File: src/design/rlse_pkg.sv
// Shared types and constants for the run-length sequence editor.
// Used by rlse_ctrl, rlse_dp and run_length_sequence_editor; no dependencies.
package rlse_pkg;

  localparam int unsigned MAX_RUNS_DEF    = 64;
  localparam int unsigned SYMBOL_BITS_DEF = 3;
  localparam int unsigned COUNT_BITS_DEF  = 16;
  localparam int unsigned CFG_IDX_W       = 1;
  localparam int unsigned CFG_DATA_W      = 16;
  localparam logic [5:0]  BTOT_MAX        = 6'd63;

  typedef enum logic [2:0] {
    CMD_PUSH_BACK   = 3'd0,
    CMD_PUSH_FRONT  = 3'd1,
    CMD_POP_BACK    = 3'd2,
    CMD_POP_FRONT   = 3'd3,
    CMD_CHANGE_NTH  = 3'd4,
    CMD_CHANGE_BND  = 3'd5,
    CMD_QUERY       = 3'd6,
    CMD_RESTART     = 3'd7
  } cmd_e;

  typedef enum logic [1:0] {
    ST_OK        = 2'd0,
    ST_EMPTY     = 2'd1,
    ST_NOT_FOUND = 2'd2,
    ST_FULL      = 2'd3
  } status_e;

  typedef enum logic [CFG_IDX_W-1:0] {
    CFG_INIT_LEN   = 1'b0,
    CFG_INIT_STATE = 1'b1
  } cfg_reg_e;

  typedef enum logic [4:0] {
    OP_NONE, OP_CAPTURE, OP_READ_END, OP_END_USE, OP_READ_SCAN, OP_SCAN,
    OP_READ_PREV, OP_CAP_PREV, OP_READ_NEXT, OP_CAP_NEXT, OP_PLAN, OP_TOT_INC,
    OP_SHIFT_INIT, OP_READ_SHIFT, OP_WRITE_SHIFT, OP_FILL, OP_RESIZE, OP_RESTART,
    OP_READ_FRONT, OP_READ_BACK, OP_CAP_BACK, OP_LOAD_OUT
  } dp_op_e;

  typedef struct packed {
    cmd_e        command;
    logic [2:0]  wr_sym;
    logic [2:0]  key_sym;
    logic [2:0]  neighbour_state;
    logic [15:0] nth;
  } in_item_t;

  typedef struct packed {
    logic [2:0]  popped_state;
    logic [15:0] total_length;
    logic [15:0] state_total;
    logic [5:0]  boundary_total;
    logic [2:0]  back_end_state;
    logic [2:0]  front_end_state;
    status_e     status;
  } out_item_t;

  typedef struct packed {
    cmd_e cmd;
    logic n_zero;
    logic len_full;
    logic end_splice;
    logic hit;
    logic last;
    logic plan_go;
    logic no_shift;
    logic moves_last;
    logic fill_last;
    logic out_busy;
  } dp_stat_t;

endpackage

File: src/design/rlse_dp.sv
// Datapath of the run-length sequence editor: run memory, totals, scan,
// splice and output registers. Depends on rlse_pkg; driven by rlse_ctrl.
module rlse_dp #(
  parameter int unsigned MAX_RUNS    = rlse_pkg::MAX_RUNS_DEF,
  parameter int unsigned SYMBOL_BITS = rlse_pkg::SYMBOL_BITS_DEF,
  parameter int unsigned COUNT_BITS  = rlse_pkg::COUNT_BITS_DEF
) (
  input  logic                             clk_i,
  input  logic                             rst_ni,
  input  rlse_pkg::dp_op_e                 op_i,
  output rlse_pkg::dp_stat_t               stat_o,
  input  rlse_pkg::in_item_t               in_item_i,
  input  logic                             cfg_we_i,
  input  logic [rlse_pkg::CFG_IDX_W-1:0]   cfg_idx_i,
  input  logic [rlse_pkg::CFG_DATA_W-1:0]  cfg_data_i,
  input  logic                             out_ready_i,
  output logic                             out_valid_o,
  output rlse_pkg::out_item_t              out_item_o
);

  localparam int unsigned IW   = (MAX_RUNS > 1) ? $clog2(MAX_RUNS) : 1;
  localparam int unsigned NW   = $clog2(MAX_RUNS + 1);
  localparam int unsigned SB   = SYMBOL_BITS;
  localparam int unsigned CB   = COUNT_BITS;
  localparam int unsigned NSYM = 1 << SYMBOL_BITS;
  localparam int unsigned EW   = SB + CB;
  localparam int unsigned WW   = (CB > 16) ? CB : 16;
  localparam logic [CB-1:0] CNT_MAX = '1;
  localparam logic [32:0]   CMAX33  = (33'd1 << COUNT_BITS) - 33'd1;

  rlse_pkg::in_item_t  item_q;
  rlse_pkg::out_item_t out_q;
  rlse_pkg::status_e   status_q;
  rlse_pkg::cmd_e      cmd;

  logic [EW-1:0] run_mem_q [MAX_RUNS];
  logic [EW-1:0] rdata_q, cur_q, pv_q, nx_q;
  logic [EW-1:0] e_q [3];
  logic [NW-1:0] n_q, moves_q;
  logic [CB-1:0] total_q, pos_q;
  logic [CB-1:0] tot_q [NSYM];
  logic [15:0]   cfg_len_q;
  logic [2:0]    cfg_sym_q, popped_q;
  logic [IW-1:0] i_q, fidx_q, f_q;
  logic [WW-1:0] inst_q;
  logic [SB-1:0] prev_q, front_q, back_q;
  logic [5:0]    btot_q;
  logic [1:0]    r_q, np_q, k_q;
  logic          out_valid_q;

  logic [SB-1:0] ns, os, nb, rd_sym, c_sym, pv_sym, nx_sym, tot_idx, rs_sym;
  logic [CB-1:0] rd_cnt, c_cnt, pv_cnt, nx_cnt, tot_rd, right, unit, rst_len;
  logic [IW-1:0] nm1, end_idx, raddr, waddr;
  logic [EW-1:0] wdata;
  logic          re, we, is_push, back_end, end_merge, push_new;
  logic          match_pair, found4, found5, mp, mn, has_next, noop, room, go;
  logic          shift_up;
  logic [1:0]    p_np, p_r, shift_dist;
  logic [NW:0]   new_n;
  logic [NW-1:0] tail;
  logic [32:0]   len_ext;

  assign cmd      = item_q.command;
  assign ns       = SB'(item_q.wr_sym);
  assign os       = SB'(item_q.key_sym);
  assign nb       = SB'(item_q.neighbour_state);
  assign rd_sym   = rdata_q[CB +: SB];
  assign rd_cnt   = rdata_q[CB-1:0];
  assign c_sym    = cur_q[CB +: SB];
  assign c_cnt    = cur_q[CB-1:0];
  assign pv_sym   = pv_q[CB +: SB];
  assign pv_cnt   = pv_q[CB-1:0];
  assign nx_sym   = nx_q[CB +: SB];
  assign nx_cnt   = nx_q[CB-1:0];
  assign rs_sym   = SB'(cfg_sym_q);
  assign len_ext  = 33'(cfg_len_q);
  assign rst_len  = (len_ext > CMAX33) ? CB'(CMAX33) : CB'(len_ext);

  assign is_push  = (cmd == rlse_pkg::CMD_PUSH_BACK) || (cmd == rlse_pkg::CMD_PUSH_FRONT);
  assign back_end = (cmd == rlse_pkg::CMD_PUSH_BACK) || (cmd == rlse_pkg::CMD_POP_BACK);
  assign nm1      = IW'(n_q - NW'(1));
  assign end_idx  = back_end ? nm1 : '0;

  // end run handling for push and pop
  assign end_merge = (n_q != '0) && (rd_sym == ns);
  assign push_new  = !end_merge && (n_q < NW'(MAX_RUNS));

  // scan matches
  assign match_pair = (i_q != '0) && (prev_q == nb) && (rd_sym == os);
  assign found4     = (rd_sym == os) && (inst_q < WW'(rd_cnt));
  assign found5     = match_pair && (inst_q == '0);

  // rewrite plan around the hit unit
  assign right    = c_cnt - pos_q - CB'(1);
  assign has_next = (NW'(fidx_q) + NW'(1)) < n_q;
  assign mp       = (pos_q == '0) && (fidx_q != '0) && (pv_sym == ns);
  assign mn       = (right == '0) && has_next && (nx_sym == ns);
  assign unit     = CB'(1) + (mp ? pv_cnt : '0) + (mn ? nx_cnt : '0);
  assign p_np     = 2'(pos_q != '0) + 2'd1 + 2'(right != '0);
  assign p_r      = 2'd1 + 2'(mp) + 2'(mn);
  assign new_n    = (NW+1)'(n_q) + (NW+1)'(p_np) - (NW+1)'(p_r);
  assign room     = new_n <= (NW+1)'(MAX_RUNS);
  assign noop     = (ns == c_sym);
  assign go       = !noop && room;

  // tail move
  assign shift_up   = np_q > r_q;
  assign shift_dist = shift_up ? (np_q - r_q) : (r_q - np_q);
  assign tail       = n_q - NW'(f_q) - NW'(r_q);

  always_comb begin
    case (op_i)
      rlse_pkg::OP_END_USE: tot_idx = is_push ? ns : rd_sym;
      rlse_pkg::OP_PLAN:    tot_idx = c_sym;
      rlse_pkg::OP_TOT_INC: tot_idx = ns;
      default:              tot_idx = os;
    endcase
  end
  assign tot_rd = tot_q[tot_idx];

  always_comb begin
    re    = 1'b0;
    raddr = '0;
    we    = 1'b0;
    waddr = '0;
    wdata = '0;
    case (op_i)
      rlse_pkg::OP_READ_END:   begin re = 1'b1; raddr = end_idx; end
      rlse_pkg::OP_READ_SCAN:  begin re = 1'b1; raddr = i_q; end
      rlse_pkg::OP_READ_PREV:  begin re = 1'b1; raddr = fidx_q - IW'(1); end
      rlse_pkg::OP_READ_NEXT:  begin re = 1'b1; raddr = fidx_q + IW'(1); end
      rlse_pkg::OP_READ_SHIFT: begin re = 1'b1; raddr = i_q; end
      rlse_pkg::OP_READ_FRONT: begin re = 1'b1; raddr = '0; end
      rlse_pkg::OP_READ_BACK:  begin re = 1'b1; raddr = nm1; end
      rlse_pkg::OP_END_USE: begin
        waddr = end_idx;
        if (is_push) begin
          we    = end_merge;
          wdata = {ns, rd_cnt + CB'(1)};
        end else begin
          we    = rd_cnt > CB'(1);
          wdata = {rd_sym, rd_cnt - CB'(1)};
        end
      end
      rlse_pkg::OP_WRITE_SHIFT: begin
        we    = 1'b1;
        waddr = shift_up ? (i_q + IW'(shift_dist)) : (i_q - IW'(shift_dist));
        wdata = rdata_q;
      end
      rlse_pkg::OP_FILL: begin
        we    = k_q < np_q;
        waddr = f_q + IW'(k_q);
        wdata = e_q[k_q];
      end
      rlse_pkg::OP_RESTART: begin
        we    = rst_len != '0;
        waddr = '0;
        wdata = {rs_sym, rst_len};
      end
      default: ;
    endcase
  end

  always_ff @(posedge clk_i) begin
    if (we) begin
      run_mem_q[waddr] <= wdata;
    end
    if (re) begin
      rdata_q <= run_mem_q[raddr];
    end
  end

  always_ff @(posedge clk_i or negedge rst_ni) begin
    if (!rst_ni) begin
      n_q       <= '0;
      total_q   <= '0;
      cfg_len_q <= '0;
      cfg_sym_q <= '0;
      for (int s = 0; s < NSYM; s++) tot_q[s] <= '0;
    end else begin
      if (cfg_we_i) begin
        case (cfg_idx_i)
          rlse_pkg::CFG_INIT_LEN:   cfg_len_q <= cfg_data_i;
          rlse_pkg::CFG_INIT_STATE: cfg_sym_q <= cfg_data_i[2:0];
          default: ;
        endcase
      end
      case (op_i)
        rlse_pkg::OP_END_USE: begin
          if (is_push) begin
            if (end_merge || push_new) begin
              total_q          <= total_q + CB'(1);
              tot_q[tot_idx]   <= tot_rd + CB'(1);
            end
          end else begin
            total_q          <= total_q - CB'(1);
            tot_q[tot_idx]   <= tot_rd - CB'(1);
          end
        end
        rlse_pkg::OP_PLAN: begin
          if (go) tot_q[tot_idx] <= tot_rd - CB'(1);
        end
        rlse_pkg::OP_TOT_INC: tot_q[tot_idx] <= tot_rd + CB'(1);
        rlse_pkg::OP_RESIZE:  n_q <= n_q - NW'(r_q) + NW'(np_q);
        rlse_pkg::OP_RESTART: begin
          for (int s = 0; s < NSYM; s++) begin
            tot_q[s] <= (SB'(s) == rs_sym) ? rst_len : '0;
          end
          total_q       <= rst_len;
          n_q           <= NW'(rst_len != '0);
        end
        default: ;
      endcase
    end
  end

  // item working registers
  always_ff @(posedge clk_i) begin
    case (op_i)
      rlse_pkg::OP_CAPTURE: begin
        item_q   <= in_item_i;
        i_q      <= '0;
        btot_q   <= '0;
        popped_q <= '0;
        prev_q   <= '0;
        inst_q   <= WW'(in_item_i.nth);
        if (((in_item_i.command == rlse_pkg::CMD_PUSH_BACK) ||
             (in_item_i.command == rlse_pkg::CMD_PUSH_FRONT)) && (total_q == CNT_MAX)) begin
          status_q <= rlse_pkg::ST_FULL;
        end else if (((in_item_i.command == rlse_pkg::CMD_POP_BACK) ||
                      (in_item_i.command == rlse_pkg::CMD_POP_FRONT)) && (n_q == '0)) begin
          status_q <= rlse_pkg::ST_EMPTY;
        end else if ((in_item_i.command == rlse_pkg::CMD_CHANGE_NTH) ||
                     (in_item_i.command == rlse_pkg::CMD_CHANGE_BND)) begin
          status_q <= rlse_pkg::ST_NOT_FOUND;
        end else begin
          status_q <= rlse_pkg::ST_OK;
        end
      end
      rlse_pkg::OP_END_USE: begin
        if (is_push) begin
          f_q    <= back_end ? IW'(n_q) : '0;
          r_q    <= 2'd0;
          np_q   <= 2'd1;
          e_q[0] <= {ns, CB'(1)};
          if (!end_merge && !push_new) status_q <= rlse_pkg::ST_FULL;
        end else begin
          popped_q <= 3'(rd_sym);
          f_q      <= end_idx;
          r_q      <= 2'd1;
          np_q     <= 2'd0;
        end
      end
      rlse_pkg::OP_SCAN: begin
        prev_q <= rd_sym;
        i_q    <= i_q + IW'(1);
        if (cmd == rlse_pkg::CMD_CHANGE_NTH) begin
          if (found4) begin
            fidx_q <= i_q;
            pos_q  <= CB'(inst_q);
            cur_q  <= rdata_q;
          end else if (rd_sym == os) begin
            inst_q <= inst_q - WW'(rd_cnt);
          end
        end else if (cmd == rlse_pkg::CMD_CHANGE_BND) begin
          if (found5) begin
            fidx_q <= i_q;
            pos_q  <= '0;
            cur_q  <= rdata_q;
          end else if (match_pair) begin
            inst_q <= inst_q - WW'(1);
          end
        end else if (match_pair && (btot_q != rlse_pkg::BTOT_MAX)) begin
          btot_q <= btot_q + 6'd1;
        end
      end
      rlse_pkg::OP_CAP_PREV: pv_q <= rdata_q;
      rlse_pkg::OP_CAP_NEXT: nx_q <= rdata_q;
      rlse_pkg::OP_PLAN: begin
        status_q <= (noop || room) ? rlse_pkg::ST_OK : rlse_pkg::ST_FULL;
        f_q      <= fidx_q - IW'(mp);
        r_q      <= p_r;
        np_q     <= p_np;
        if (pos_q != '0) begin
          e_q[0] <= {c_sym, pos_q};
          e_q[1] <= {ns, unit};
          e_q[2] <= {c_sym, right};
        end else begin
          e_q[0] <= {ns, unit};
          e_q[1] <= {c_sym, right};
          e_q[2] <= {c_sym, right};
        end
      end
      rlse_pkg::OP_SHIFT_INIT: begin
        i_q     <= shift_up ? nm1 : (f_q + IW'(r_q));
        moves_q <= tail;
        k_q     <= 2'd0;
      end
      rlse_pkg::OP_WRITE_SHIFT: begin
        i_q     <= shift_up ? (i_q - IW'(1)) : (i_q + IW'(1));
        moves_q <= moves_q - NW'(1);
      end
      rlse_pkg::OP_FILL:      k_q <= k_q + 2'd1;
      rlse_pkg::OP_READ_BACK: front_q <= (n_q != '0) ? rd_sym : '0;
      rlse_pkg::OP_CAP_BACK:  back_q  <= (n_q != '0) ? rd_sym : '0;
      default: ;
    endcase
  end

  // output register, free to take the next result once drained
  always_ff @(posedge clk_i or negedge rst_ni) begin
    if (!rst_ni) begin
      out_valid_q <= 1'b0;
    end else if (op_i == rlse_pkg::OP_LOAD_OUT) begin
      out_valid_q <= 1'b1;
    end else if (out_ready_i) begin
      out_valid_q <= 1'b0;
    end
  end

  always_ff @(posedge clk_i) begin
    if (op_i == rlse_pkg::OP_LOAD_OUT) begin
      out_q.popped_state    <= popped_q;
      out_q.total_length    <= 16'(total_q);
      out_q.state_total     <= 16'(tot_rd);
      out_q.boundary_total  <= (cmd == rlse_pkg::CMD_QUERY) ? btot_q : '0;
      out_q.back_end_state  <= 3'(back_q);
      out_q.front_end_state <= 3'(front_q);
      out_q.status          <= status_q;
    end
  end

  assign out_valid_o = out_valid_q;
  assign out_item_o  = out_q;

  always_comb begin
    stat_o            = '0;
    stat_o.cmd        = cmd;
    stat_o.n_zero     = n_q == '0;
    stat_o.len_full   = total_q == CNT_MAX;
    stat_o.end_splice = is_push ? push_new : (rd_cnt <= CB'(1));
    stat_o.hit        = ((cmd == rlse_pkg::CMD_CHANGE_NTH) && found4) ||
                        ((cmd == rlse_pkg::CMD_CHANGE_BND) && found5);
    stat_o.last       = NW'(i_q) == (n_q - NW'(1));
    stat_o.plan_go    = go;
    stat_o.no_shift   = (np_q == r_q) || (tail == '0);
    stat_o.moves_last = moves_q == NW'(1);
    stat_o.fill_last  = (3'(k_q) + 3'd1) >= 3'(np_q);
    stat_o.out_busy   = out_valid_q && !out_ready_i;
  end

`ifndef SYNTH
  a_runs_bounded: assert property (@(posedge clk_i) disable iff (!rst_ni)
    n_q <= NW'(MAX_RUNS))
    else $error("run count beyond store depth");
  a_load_sets_valid: assert property (@(posedge clk_i) disable iff (!rst_ni)
    (op_i == rlse_pkg::OP_LOAD_OUT) |=> out_valid_q)
    else $error("result load did not raise valid");
  a_load_when_free: assert property (@(posedge clk_i) disable iff (!rst_ni)
    (op_i == rlse_pkg::OP_LOAD_OUT) |-> !(out_valid_q && !out_ready_i))
    else $error("result overwritten before taken");
  a_shift_moves: assert property (@(posedge clk_i) disable iff (!rst_ni)
    (op_i == rlse_pkg::OP_WRITE_SHIFT) |-> (moves_q != '0))
    else $error("tail move past end");
  a_scan_in_range: assert property (@(posedge clk_i) disable iff (!rst_ni)
    (op_i == rlse_pkg::OP_SCAN) |-> (NW'(i_q) < n_q))
    else $error("scan beyond last run");
`endif

endmodule

File: src/design/rlse_ctrl.sv
// Sequencer of the run-length sequence editor: one-hot state machine that
// steps rlse_dp through each item. Depends on rlse_pkg.
module rlse_ctrl (
  input  logic               clk_i,
  input  logic               rst_ni,
  input  logic               in_valid_i,
  output logic               in_ready_o,
  input  rlse_pkg::dp_stat_t stat_i,
  output rlse_pkg::dp_op_e   op_o
);

  typedef enum logic [21:0] {
    S_IDLE       = 22'h000001,
    S_DECODE     = 22'h000002,
    S_END_RD     = 22'h000004,
    S_END_USE    = 22'h000008,
    S_SCAN_RD    = 22'h000010,
    S_SCAN_USE   = 22'h000020,
    S_PREV_RD    = 22'h000040,
    S_PREV_USE   = 22'h000080,
    S_NEXT_RD    = 22'h000100,
    S_NEXT_USE   = 22'h000200,
    S_PLAN       = 22'h000400,
    S_TOT_INC    = 22'h000800,
    S_SHIFT_INIT = 22'h001000,
    S_SHIFT_RD   = 22'h002000,
    S_SHIFT_WR   = 22'h004000,
    S_FILL       = 22'h008000,
    S_RESIZE     = 22'h010000,
    S_RESTART    = 22'h020000,
    S_FRONT_RD   = 22'h040000,
    S_BACK_RD    = 22'h080000,
    S_BACK_USE   = 22'h100000,
    S_DONE       = 22'h200000
  } state_e;

  state_e state_q, state_d;

  always_comb begin
    state_d = state_q;
    op_o    = rlse_pkg::OP_NONE;
    case (state_q)
      S_IDLE: begin
        if (in_valid_i) begin
          op_o    = rlse_pkg::OP_CAPTURE;
          state_d = S_DECODE;
        end
      end
      S_DECODE: begin
        case (stat_i.cmd)
          rlse_pkg::CMD_PUSH_BACK, rlse_pkg::CMD_PUSH_FRONT:
            state_d = stat_i.len_full ? S_FRONT_RD : S_END_RD;
          rlse_pkg::CMD_POP_BACK, rlse_pkg::CMD_POP_FRONT:
            state_d = stat_i.n_zero ? S_FRONT_RD : S_END_RD;
          rlse_pkg::CMD_RESTART:
            state_d = S_RESTART;
          default:
            state_d = stat_i.n_zero ? S_FRONT_RD : S_SCAN_RD;
        endcase
      end
      S_END_RD: begin
        op_o    = rlse_pkg::OP_READ_END;
        state_d = S_END_USE;
      end
      S_END_USE: begin
        op_o    = rlse_pkg::OP_END_USE;
        state_d = stat_i.end_splice ? S_SHIFT_INIT : S_FRONT_RD;
      end
      S_SCAN_RD: begin
        op_o    = rlse_pkg::OP_READ_SCAN;
        state_d = S_SCAN_USE;
      end
      S_SCAN_USE: begin
        op_o = rlse_pkg::OP_SCAN;
        if (stat_i.hit) begin
          state_d = S_PREV_RD;
        end else if (stat_i.last) begin
          state_d = S_FRONT_RD;
        end else begin
          state_d = S_SCAN_RD;
        end
      end
      S_PREV_RD: begin
        op_o    = rlse_pkg::OP_READ_PREV;
        state_d = S_PREV_USE;
      end
      S_PREV_USE: begin
        op_o    = rlse_pkg::OP_CAP_PREV;
        state_d = S_NEXT_RD;
      end
      S_NEXT_RD: begin
        op_o    = rlse_pkg::OP_READ_NEXT;
        state_d = S_NEXT_USE;
      end
      S_NEXT_USE: begin
        op_o    = rlse_pkg::OP_CAP_NEXT;
        state_d = S_PLAN;
      end
      S_PLAN: begin
        op_o    = rlse_pkg::OP_PLAN;
        state_d = stat_i.plan_go ? S_TOT_INC : S_FRONT_RD;
      end
      S_TOT_INC: begin
        op_o    = rlse_pkg::OP_TOT_INC;
        state_d = S_SHIFT_INIT;
      end
      S_SHIFT_INIT: begin
        op_o    = rlse_pkg::OP_SHIFT_INIT;
        state_d = stat_i.no_shift ? S_FILL : S_SHIFT_RD;
      end
      S_SHIFT_RD: begin
        op_o    = rlse_pkg::OP_READ_SHIFT;
        state_d = S_SHIFT_WR;
      end
      S_SHIFT_WR: begin
        op_o    = rlse_pkg::OP_WRITE_SHIFT;
        state_d = stat_i.moves_last ? S_FILL : S_SHIFT_RD;
      end
      S_FILL: begin
        op_o    = rlse_pkg::OP_FILL;
        state_d = stat_i.fill_last ? S_RESIZE : S_FILL;
      end
      S_RESIZE: begin
        op_o    = rlse_pkg::OP_RESIZE;
        state_d = S_FRONT_RD;
      end
      S_RESTART: begin
        op_o    = rlse_pkg::OP_RESTART;
        state_d = S_FRONT_RD;
      end
      S_FRONT_RD: begin
        op_o    = rlse_pkg::OP_READ_FRONT;
        state_d = S_BACK_RD;
      end
      S_BACK_RD: begin
        op_o    = rlse_pkg::OP_READ_BACK;
        state_d = S_BACK_USE;
      end
      S_BACK_USE: begin
        op_o    = rlse_pkg::OP_CAP_BACK;
        state_d = S_DONE;
      end
      S_DONE: begin
        // hold until the output register is free
        if (!stat_i.out_busy) begin
          op_o    = rlse_pkg::OP_LOAD_OUT;
          state_d = S_IDLE;
        end
      end
      default: state_d = S_IDLE;
    endcase
  end

  always_ff @(posedge clk_i or negedge rst_ni) begin
    if (!rst_ni) begin
      state_q <= S_IDLE;
    end else begin
      state_q <= state_d;
    end
  end

  assign in_ready_o = state_q == S_IDLE;

endmodule

File: src/design/run_length_sequence_editor.sv
// Top level of the run-length sequence editor: sequencer plus datapath.
// Depends on rlse_pkg, rlse_ctrl and rlse_dp.
//
//   channel  direction  handshake                 payload
//   in       input      in_valid_i / in_ready_o   in_item_i  (rlse_pkg::in_item_t)
//   out      output     out_valid_o / out_ready_i out_item_o (rlse_pkg::out_item_t)
//   cfg      input      cfg_we_i                  cfg_idx_i, cfg_data_i
//
// One item at a time through a single-port run memory with registered read.
// Push/pop update the end run; adding or removing a run also moves the other
// runs, one at a time, when the front end changes.
// Change/query scan the runs in order; a rewrite then reads the neighbours,
// plans, moves the tail run by run and fills in the new runs.
// Reset clears run count, totals and configuration; no memory clearing pass.
// A new item is taken while the previous result waits in the output register.
module run_length_sequence_editor #(
  parameter int unsigned MAX_RUNS    = rlse_pkg::MAX_RUNS_DEF,
  parameter int unsigned SYMBOL_BITS = rlse_pkg::SYMBOL_BITS_DEF,
  parameter int unsigned COUNT_BITS  = rlse_pkg::COUNT_BITS_DEF
) (
  input  logic                             clk_i,
  input  logic                             rst_ni,
  input  logic                             in_valid_i,
  output logic                             in_ready_o,
  input  rlse_pkg::in_item_t               in_item_i,
  output logic                             out_valid_o,
  input  logic                             out_ready_i,
  output rlse_pkg::out_item_t              out_item_o,
  input  logic                             cfg_we_i,
  input  logic [rlse_pkg::CFG_IDX_W-1:0]   cfg_idx_i,
  input  logic [rlse_pkg::CFG_DATA_W-1:0]  cfg_data_i
);

  rlse_pkg::dp_op_e   op;
  rlse_pkg::dp_stat_t stat;

  rlse_ctrl u_ctrl (
    .clk_i      (clk_i),
    .rst_ni     (rst_ni),
    .in_valid_i (in_valid_i),
    .in_ready_o (in_ready_o),
    .stat_i     (stat),
    .op_o       (op)
  );

  rlse_dp #(
    .MAX_RUNS    (MAX_RUNS),
    .SYMBOL_BITS (SYMBOL_BITS),
    .COUNT_BITS  (COUNT_BITS)
  ) u_dp (
    .clk_i       (clk_i),
    .rst_ni      (rst_ni),
    .op_i        (op),
    .stat_o      (stat),
    .in_item_i   (in_item_i),
    .cfg_we_i    (cfg_we_i),
    .cfg_idx_i   (cfg_idx_i),
    .cfg_data_i  (cfg_data_i),
    .out_ready_i (out_ready_i),
    .out_valid_o (out_valid_o),
    .out_item_o  (out_item_o)
  );

endmodule
File: config.mk
export PLATFORM = sky130hd
export DESIGN_NAME = run_length_sequence_editor
export DESIGN_NICKNAME = d
export VERILOG_FILES = /design/src/design/rlse_pkg.sv /design/src/design/rlse_dp.sv /design/src/design/rlse_ctrl.sv /design/src/design/run_length_sequence_editor.sv
export SDC_FILE = /design/constraint.sdc
export NUM_CORES = 2
export LEC_CHECK = 0
export ABC_CLOCK_PERIOD_IN_PS = 7200
export BUFFER_PORTS_ARGS = -buffer_cell sky130_fd_sc_hd__buf_4
export CAP_MARGIN = 20
export CELL_PAD_IN_SITES_DETAIL_PLACEMENT = 0
export CELL_PAD_IN_SITES_GLOBAL_PLACEMENT = 1
export CORE_MARGIN = 2
export CORE_UTILIZATION = 49
export CTS_BUF_LIST = sky130_fd_sc_hd__clkbuf_8
export CTS_CLUSTER_DIAMETER = 60
export DETAILED_ROUTE_END_ITERATION = 8
export MAX_ROUTING_LAYER = met4
export PLACE_DENSITY = 0.8
export SYNTH_ARGS = -nofsm -noshare
export SYNTH_HDL_FRONTEND = slang
export SYNTH_HIERARCHICAL = 1
export SYNTH_SLANG_ARGS = --single-unit
File: constraint.sdc
create_clock -name clk_i -period 7.2 [get_ports clk_i]
set_clock_uncertainty 0.05 [all_clocks]
set_input_delay 1.44 -clock clk_i [delete_from_list [all_inputs] [get_ports clk_i]]
set_output_delay 1.44 -clock clk_i [all_outputs]
set_load 0.01 [all_outputs]
# After elaboration in Yosys (flattened, before gate mapping)

Memory sizes are Yosys's and may differ from the RTL's. A register that Yosys moved wholly into a read port is not among the register bits.
Index checks and enable logic that the tools add are counted.
Widths: inputs -> output; s select.

Add/subtract/negate cells: 39
$lt $le $gt $ge: 12
Equality and inequality tests: 89
Muxes and demuxes: 120
Bitwise operators: 6
Reductions and logical operators: 74

Operators by type and width:

| operator              | number |
|---|---|
| $pmux 128 s4          | 1 |
| $pmux 22 s21          | 1 |
| $mux 16               | 28 |
| $mux 128              | 3 |
| $mux 19               | 15 |
| $bwmux 128            | 2 |
| $pmux 5 s21           | 1 |
| $sub 16x1->16 const B | 5 |
| $mux 6                | 13 |
| $pmux 19 s4           | 1 |
| $mux 22               | 3 |
| $pmux 22 s3           | 1 |
| $pmux 16 s2           | 2 |
| $add 16x1->16 const B | 3 |
| $bmux 16 s3           | 1 |
| $demux 16 s3          | 1 |
| $logic_not 16->1      | 3 |
| $reduce_bool 16->1    | 3 |
| $eq 5x4->1 const B    | 8 |
| $sub 16x16->16        | 2 |
| $eq 5x5->1 const B    | 6 |
| $pmux 6 s5            | 1 |
| $pmux 7 s2            | 2 |
| $pmux 6 s2            | 2 |
| other kinds (104)     | 232 |

Register bits: 394
RAM bits: 1273
Output and inout bits: 51
Memories: 2

Memory list:

| name           | depth | width | read ports | clocked after memory_dff | wr ports | line          | source |
|---|---|---|---|---|---|---|---|
| u_dp.run_mem_q | 64    | 19    | 1          | 1                        | 1        | rlse_dp.sv:36 | `logic [EW-1:0] run_mem_q [MAX_RUNS];` |
| u_dp.e_q       | 3     | 19    | 1          | 1                        | 3        | rlse_dp.sv:38 | `logic [EW-1:0] e_q [3];` |

# Depth between registers and ports, before layout

Word-level depth: 15
Gate-level depth with buffers: 36

# Cells and area by module

The synthesis kept the hierarchy.

By module, submodules not included:

| module    | times used | cells each | area each (µm²) |
|---|---|---|---|
| rlse_dp   | 1          | 6785       | 79354.9 |
| rlse_ctrl | 1          | 173        | 1565.3 |

# Worst setup path before layout

OpenSTA, ideal clock, no wires.

Path type: input-to-reg
From: input port out_ready_i
To: memory u_dp/run_mem_q[0][13] (netlist name) (data pin)
Data arrival time: 7.276 ns
Setup slack: -1.134 ns
Stages: 13
Cell sequence: nor2b_1 -> nor4b_1 -> a21oi_1 -> nor4_1 -> a2111oi_0 -> nand4_1 -> buf_2 -> and2_1 -> buf_2 -> nand2_1 -> clkbuf_1 -> clkbuf_1 -> o311ai_0

Longest elaborated chain between the ends: 6

Ends and longest elaborated chain:

| element                                  | line                             | source |
|---|---|---|
| start: declaration                       | run_length_sequence_editor.sv:27 | `input logic out_ready_i,` |
| $logic_not 1->1 (*)                      | rlse_dp.sv:349                   | `stat_o.out_busy = out_valid_q && !out_ready_i;` |
| $logic_and 1x1->1 (*)                    | rlse_dp.sv:349                   |  |
| $mux 5 (*)                               | rlse_ctrl.sv:145                 | `if (!stat_i.out_busy) begin` |
| $pmux 5 s21 (*)                          | rlse_ctrl.sv:42                  | `case (state_q)` |
| named net op[0]                          | run_length_sequence_editor.sv:34 | `rlse_pkg::dp_op_e op;` |
| $eq 5x5->1, or another cell as far along | rlse_dp.sv:127                   | `case (op_i)` |
| $pmux 19 s4 (*)                          | rlse_dp.sv:127                   |  |
| named net u_dp.wdata[13]                 | rlse_dp.sv:54                    | `logic [EW-1:0] wdata;` |
| end: declaration                         | rlse_dp.sv:36                    |  |

Mark *: on every way through the listed nets, which the timed path passes. The rest lies on a longest branch.

# Worst setup path in the final report

From: register u_dp.cur_q[1]
To: register u_dp/tot_q[94] (netlist name)

Longest elaborated chain between the ends: 11

Ends and longest elaborated chain:

| element                                             | line           | source |
|---|---|---|
| start: declaration                                  | rlse_dp.sv:37  | `logic [EW-1:0] rdata_q, cur_q, pv_q, nx_q;` |
| start signal: assignment                            | rlse_dp.sv:261 | `cur_q <= rdata_q;` |
| start signal: assignment                            | rlse_dp.sv:269 | `cur_q <= rdata_q;` |
| $sub 16x16->16 (*)                                  | rlse_dp.sv:94  | `assign right = c_cnt - pos_q - CB'(1);` |
| $sub 16x1->16 (*)                                   | rlse_dp.sv:94  |  |
| named net u_dp.right[11]                            | rlse_dp.sv:52  | `logic [CB-1:0] rd_cnt, c_cnt, pv_cnt, nx_cnt, tot_rd, right, unit, rst_len;` |
| branches (longest 4 deep; another with $add 7x2->8) | --             |  |
| $sub 8x2->8 (*)                                     | rlse_dp.sv:101 | `assign new_n = (NW+1)'(n_q) + (NW+1)'(p_np) - (NW+1)'(p_r);` |
| $le 8x7->1 (*)                                      | rlse_dp.sv:102 | `assign room = new_n <= (NW+1)'(MAX_RUNS);` |
| $logic_and 1x1->1 (*)                               | rlse_dp.sv:104 | `assign go = !noop && room;` |
| $ne 2x1->1 (no line) (*)                            | --             |  |
| $reduce_and 3->1 (no line) (*)                      | --             |  |
| end signal: indexed assignment                      | rlse_dp.sv:193 | `tot_q[tot_idx] <= tot_rd + CB'(1);` |
| end signal: indexed assignment                      | rlse_dp.sv:197 | `tot_q[tot_idx] <= tot_rd - CB'(1);` |
| end signal: indexed assignment                      | rlse_dp.sv:201 | `if (go) tot_q[tot_idx] <= tot_rd - CB'(1);` |
| end: declaration                                    | rlse_dp.sv:41  | `logic [CB-1:0] tot_q [NSYM];` |

Mark *: on every way through the listed nets, which the timed path passes.
A chain may end at the register's enable or synchronous reset.

==> impl_metrics.env <==
export IMPL_cp_slowest_cell="or3_4"
export IMPL_synthesis_area_sq_mm=0.0809
export IMPL_crit_path_max_fanout=9
export IMPL_dr_total_vias=61200
export IMPL_timing_critical_path_to_type="flop"
export IMPL_worst_endpoint_arrival_ns=7.88
export IMPL_design_die_area_sq_mm=0.168
export IMPL_grt_total_usage_pct=30.9
export IMPL_tightest_slew_ns=1.11
export IMPL_finalWorstPathRequiredPeriod_ns=7.01
export IMPL_worstSetupPathType="reg -> reg"
export IMPL_ys_top_cells_by_count="1493 x edfxtp_1, 1026 x nand2_1, 454 x a211oi_1"
export IMPL_worstSetupPathDepth=35
export IMPL_path_clk_slew_ns=0.07
export IMPL_status="finished, final reports clean"
export IMPL_final_max_slew_viol_count=0
export IMPL_final_cell_area_sq_mm=0.0926
export IMPL_postSynth_asyncResetShare_pct=11.4
export IMPL_chipWidth_microns=410
export IMPL_finalHoldWorstSlack_ns=0.369
export IMPL_drc_errors=0
export IMPL_layoutNonFillerInstCount=9722
export IMPL_post_dp_cell_area_sq_mm=0.0868
export IMPL_worst_setup_path_start_kind="flop"
export IMPL_crit_reg2reg_capture="u_dp/tot_q[94]"
export IMPL_fmax_ghz=0.143
export IMPL_unique_cell_type_count_in_the_yosys_netlist=133
export IMPL_grt_max_degree=141
export IMPL_postSynthRegisterBits=1688
export IMPL_cts_sinks=1688
export IMPL_pnr_total_power_mw=25.5
export IMPL_viasPerCell=6.29
export IMPL_max_clock_path_buffers=4
export IMPL_r2r_cells=35
export IMPL_worstPathRequired_ns=8.07
export IMPL_io_count=101
export IMPL_synth_largest_area_cell="edfxtp_1"
export IMPL_power_static_leakage_nw=34.6
export IMPL_detail_route_first_pass_iterations=8
export IMPL_final_hold_violation_count=0
export IMPL_dp_final_hpwl_microns=165000
export IMPL_worstPathBufferInverterCount=8
export IMPL_first_iter_violations=7756
export IMPL_setup_violations_final=0
export IMPL_placement_io_buffers=100
export IMPL_post_synth_inst_count=6958
export IMPL_area_growth_synth_to_final_pct=14.5
export IMPL_coreArea_sq_mm=0.164
export IMPL_power_density_cells_mw_per_mm2=275
export IMPL_synth_edf_count=1493
export IMPL_post_route_cells_drive_above_1_share_pct=16.0
export IMPL_routedWlPerCell_microns=26.6
export IMPL_num_nets_final=7529
export IMPL_chipHeight_microns=410
export IMPL_hold_path_class="in -> async"
export IMPL_max_stage_delay_ns=0.43
export IMPL_numCtsBuffers=297
export IMPL_period_share_pct=97.4
export IMPL_setup_total_negative_slack_ns=0
export IMPL_cp_top_family="compound AO/OA/AOI/OAI gates"
export IMPL_synthDominantCellAreaShare_pct=55.4
export IMPL_ctsHtreeMaxLevel=5
export IMPL_initial_antenna_violation_count=4
export IMPL_clock_tree_root_cell="clkbuf_8"
export IMPL_first_global_vias=57600
export IMPL_yosys_top_cells_area="edfxtp_1 55%, dfrtp_1 5.9%, nand2_1 4.8%"
export IMPL_place_gp_congestion=0.961
export IMPL_rows=149
export IMPL_ir_worst_vdd_uv=257
export IMPL_internal_reg_to_reg_setup_slack_ns=0.19
export IMPL_tritoncts="done"
export IMPL_worstSkewPairLatency_ns=1.05
export IMPL_route_final_wire_length_microns=258000
export IMPL_synthesis_area_per_instance_sq_um=11.6
export IMPL_gr_overflow_total=0
export IMPL_drt_antenna_violating_nets=0
export IMPL_yosys_warnings=6
export IMPL_r2r_start="u_dp/cur_q[1]"
export IMPL_max_cap_viol_count=0
export IMPL_initial_utilization_pct=49.2
export IMPL_post_synth_top_flop="edfxtp_1"
export IMPL_yosysMostFrequentCell="edfxtp_1"
export IMPL_dpl_cell_count=9202
export IMPL_wire_length_of_the_first_global_routing_pass_microns=378000
export IMPL_synth_nets=7156
export IMPL_timing_slew_headroom_pct=25.5
export IMPL_synth_sequential_area_ratio_pct=61.4
## sequential cells by signal (all words and copies together) (netlist names), 7 cells and up, named ones only
signal	flops
u_dp/pos_q	16
u_dp/rdata_q	19
u_dp/e_q	57
u_dp/inst_q	16
u_dp/tot_q	128
u_dp/nx_q	19
u_dp/total_q	16
u_dp/pv_q	19
u_dp/out_item_o	49
u_dp/n_q	7
u_dp/moves_q	7
u_dp/cfg_len_q	16
u_dp/run_mem_q	1216
u_ctrl/state_q	22
u_dp/cur_q	19
## report_power, final
group          internal [mW]  leakage [nW]  switching [mW]
logic                   2.03          13.5            3.67
clock network           4.35          3.00            3.93
registers               11.0          18.1           0.513
## placed cells by master, fill, tap and decap left out, types with 210 or more instances in the layout
master / count
and2_1: 372
a21oi_1: 358
clkbuf_8: 310
a31oi_1: 210
buf_4: 519
inv_1: 219
edfxtp_1: 1493
a211oi_1: 450
nor2_1: 276
o21ai_0: 359
nand2_1: 1024
## worst max path at each step
stage | endpoint | slack [ns] | startpoint
2_1_floorplan | u_dp/tot_q[110] | 0.03 | u_dp/cur_q[0]
3_3_place_gp | u_dp/tot_q[116] | -0.12 | u_dp/pos_q[0]
3_5_place_dp | u_dp/tot_q[73] | -0.14 | u_dp/pos_q[0]
4_1_cts | u_dp/tot_q[3] | 0.008 | u_dp/pos_q[0]
5_1_grt | u_dp/tot_q[63] | -0.04 | u_dp/pos_q[0]
6_report | u_dp/tot_q[94] | 0.19 | u_dp/cur_q[1]
## through the flow
step                setup WS (ns)  util (%)
floorplan                  0.0300         -
global placement           -0.121      52.8
detailed placement         -0.143      52.8
CTS                       0.00784      56.1
global route              -0.0408      56.3
finish                      0.187      56.3
## final cells by class
| class | count | area [sq um] |
|---|---|---|
| timing repair buffer | 577 | 4990 |
| antenna | 3 | 7.51 |
| multi-input combinational | 4626 | 29300 |
| tap | 2189 | 2740 |
| clock inverter | 189 | 1090 |
| clock buffer | 309 | 4250 |
| fill | 13500 | 71800 |
| sequential | 1688 | 49700 |
| inverter | 141 | 529 |
## layer usage
layer | share of wire [%] | wire length [microns] | GRT usage [%]
met5 | 0 | 0 | -
met4 | 5.1 | 13000 | 14.2
met3 | 9.6 | 24800 | 5.63
met2 | 45 | 115000 | 45.5
met1 | 41 | 105000 | 41.7
## kinds of logic (layout without fill, tap and decap cells)
family	after synthesis	in the layout	synth area share (%)
and+or+nand+nor	2191	2191	12.8
AOI/OAI and AO/OA	2009	2009	16.8
DFF	1688	1688	61.4
buffers and inverters	644	1216	3.19
xor gates and xnor gates	178	178	1.96
adders and majority gates	148	148	2.44
muxes	100	100	1.32
other	0	3	0
## timing repair
action,CTS,global route
gates cloned,0,2
pin swaps,4,22
hold buffers,0,0
buffers inserted,0,13
gates resized for setup,7,51
endpoints found under the setup margin,78,130
No activity file was read; power rests on OpenSTA's default activity.
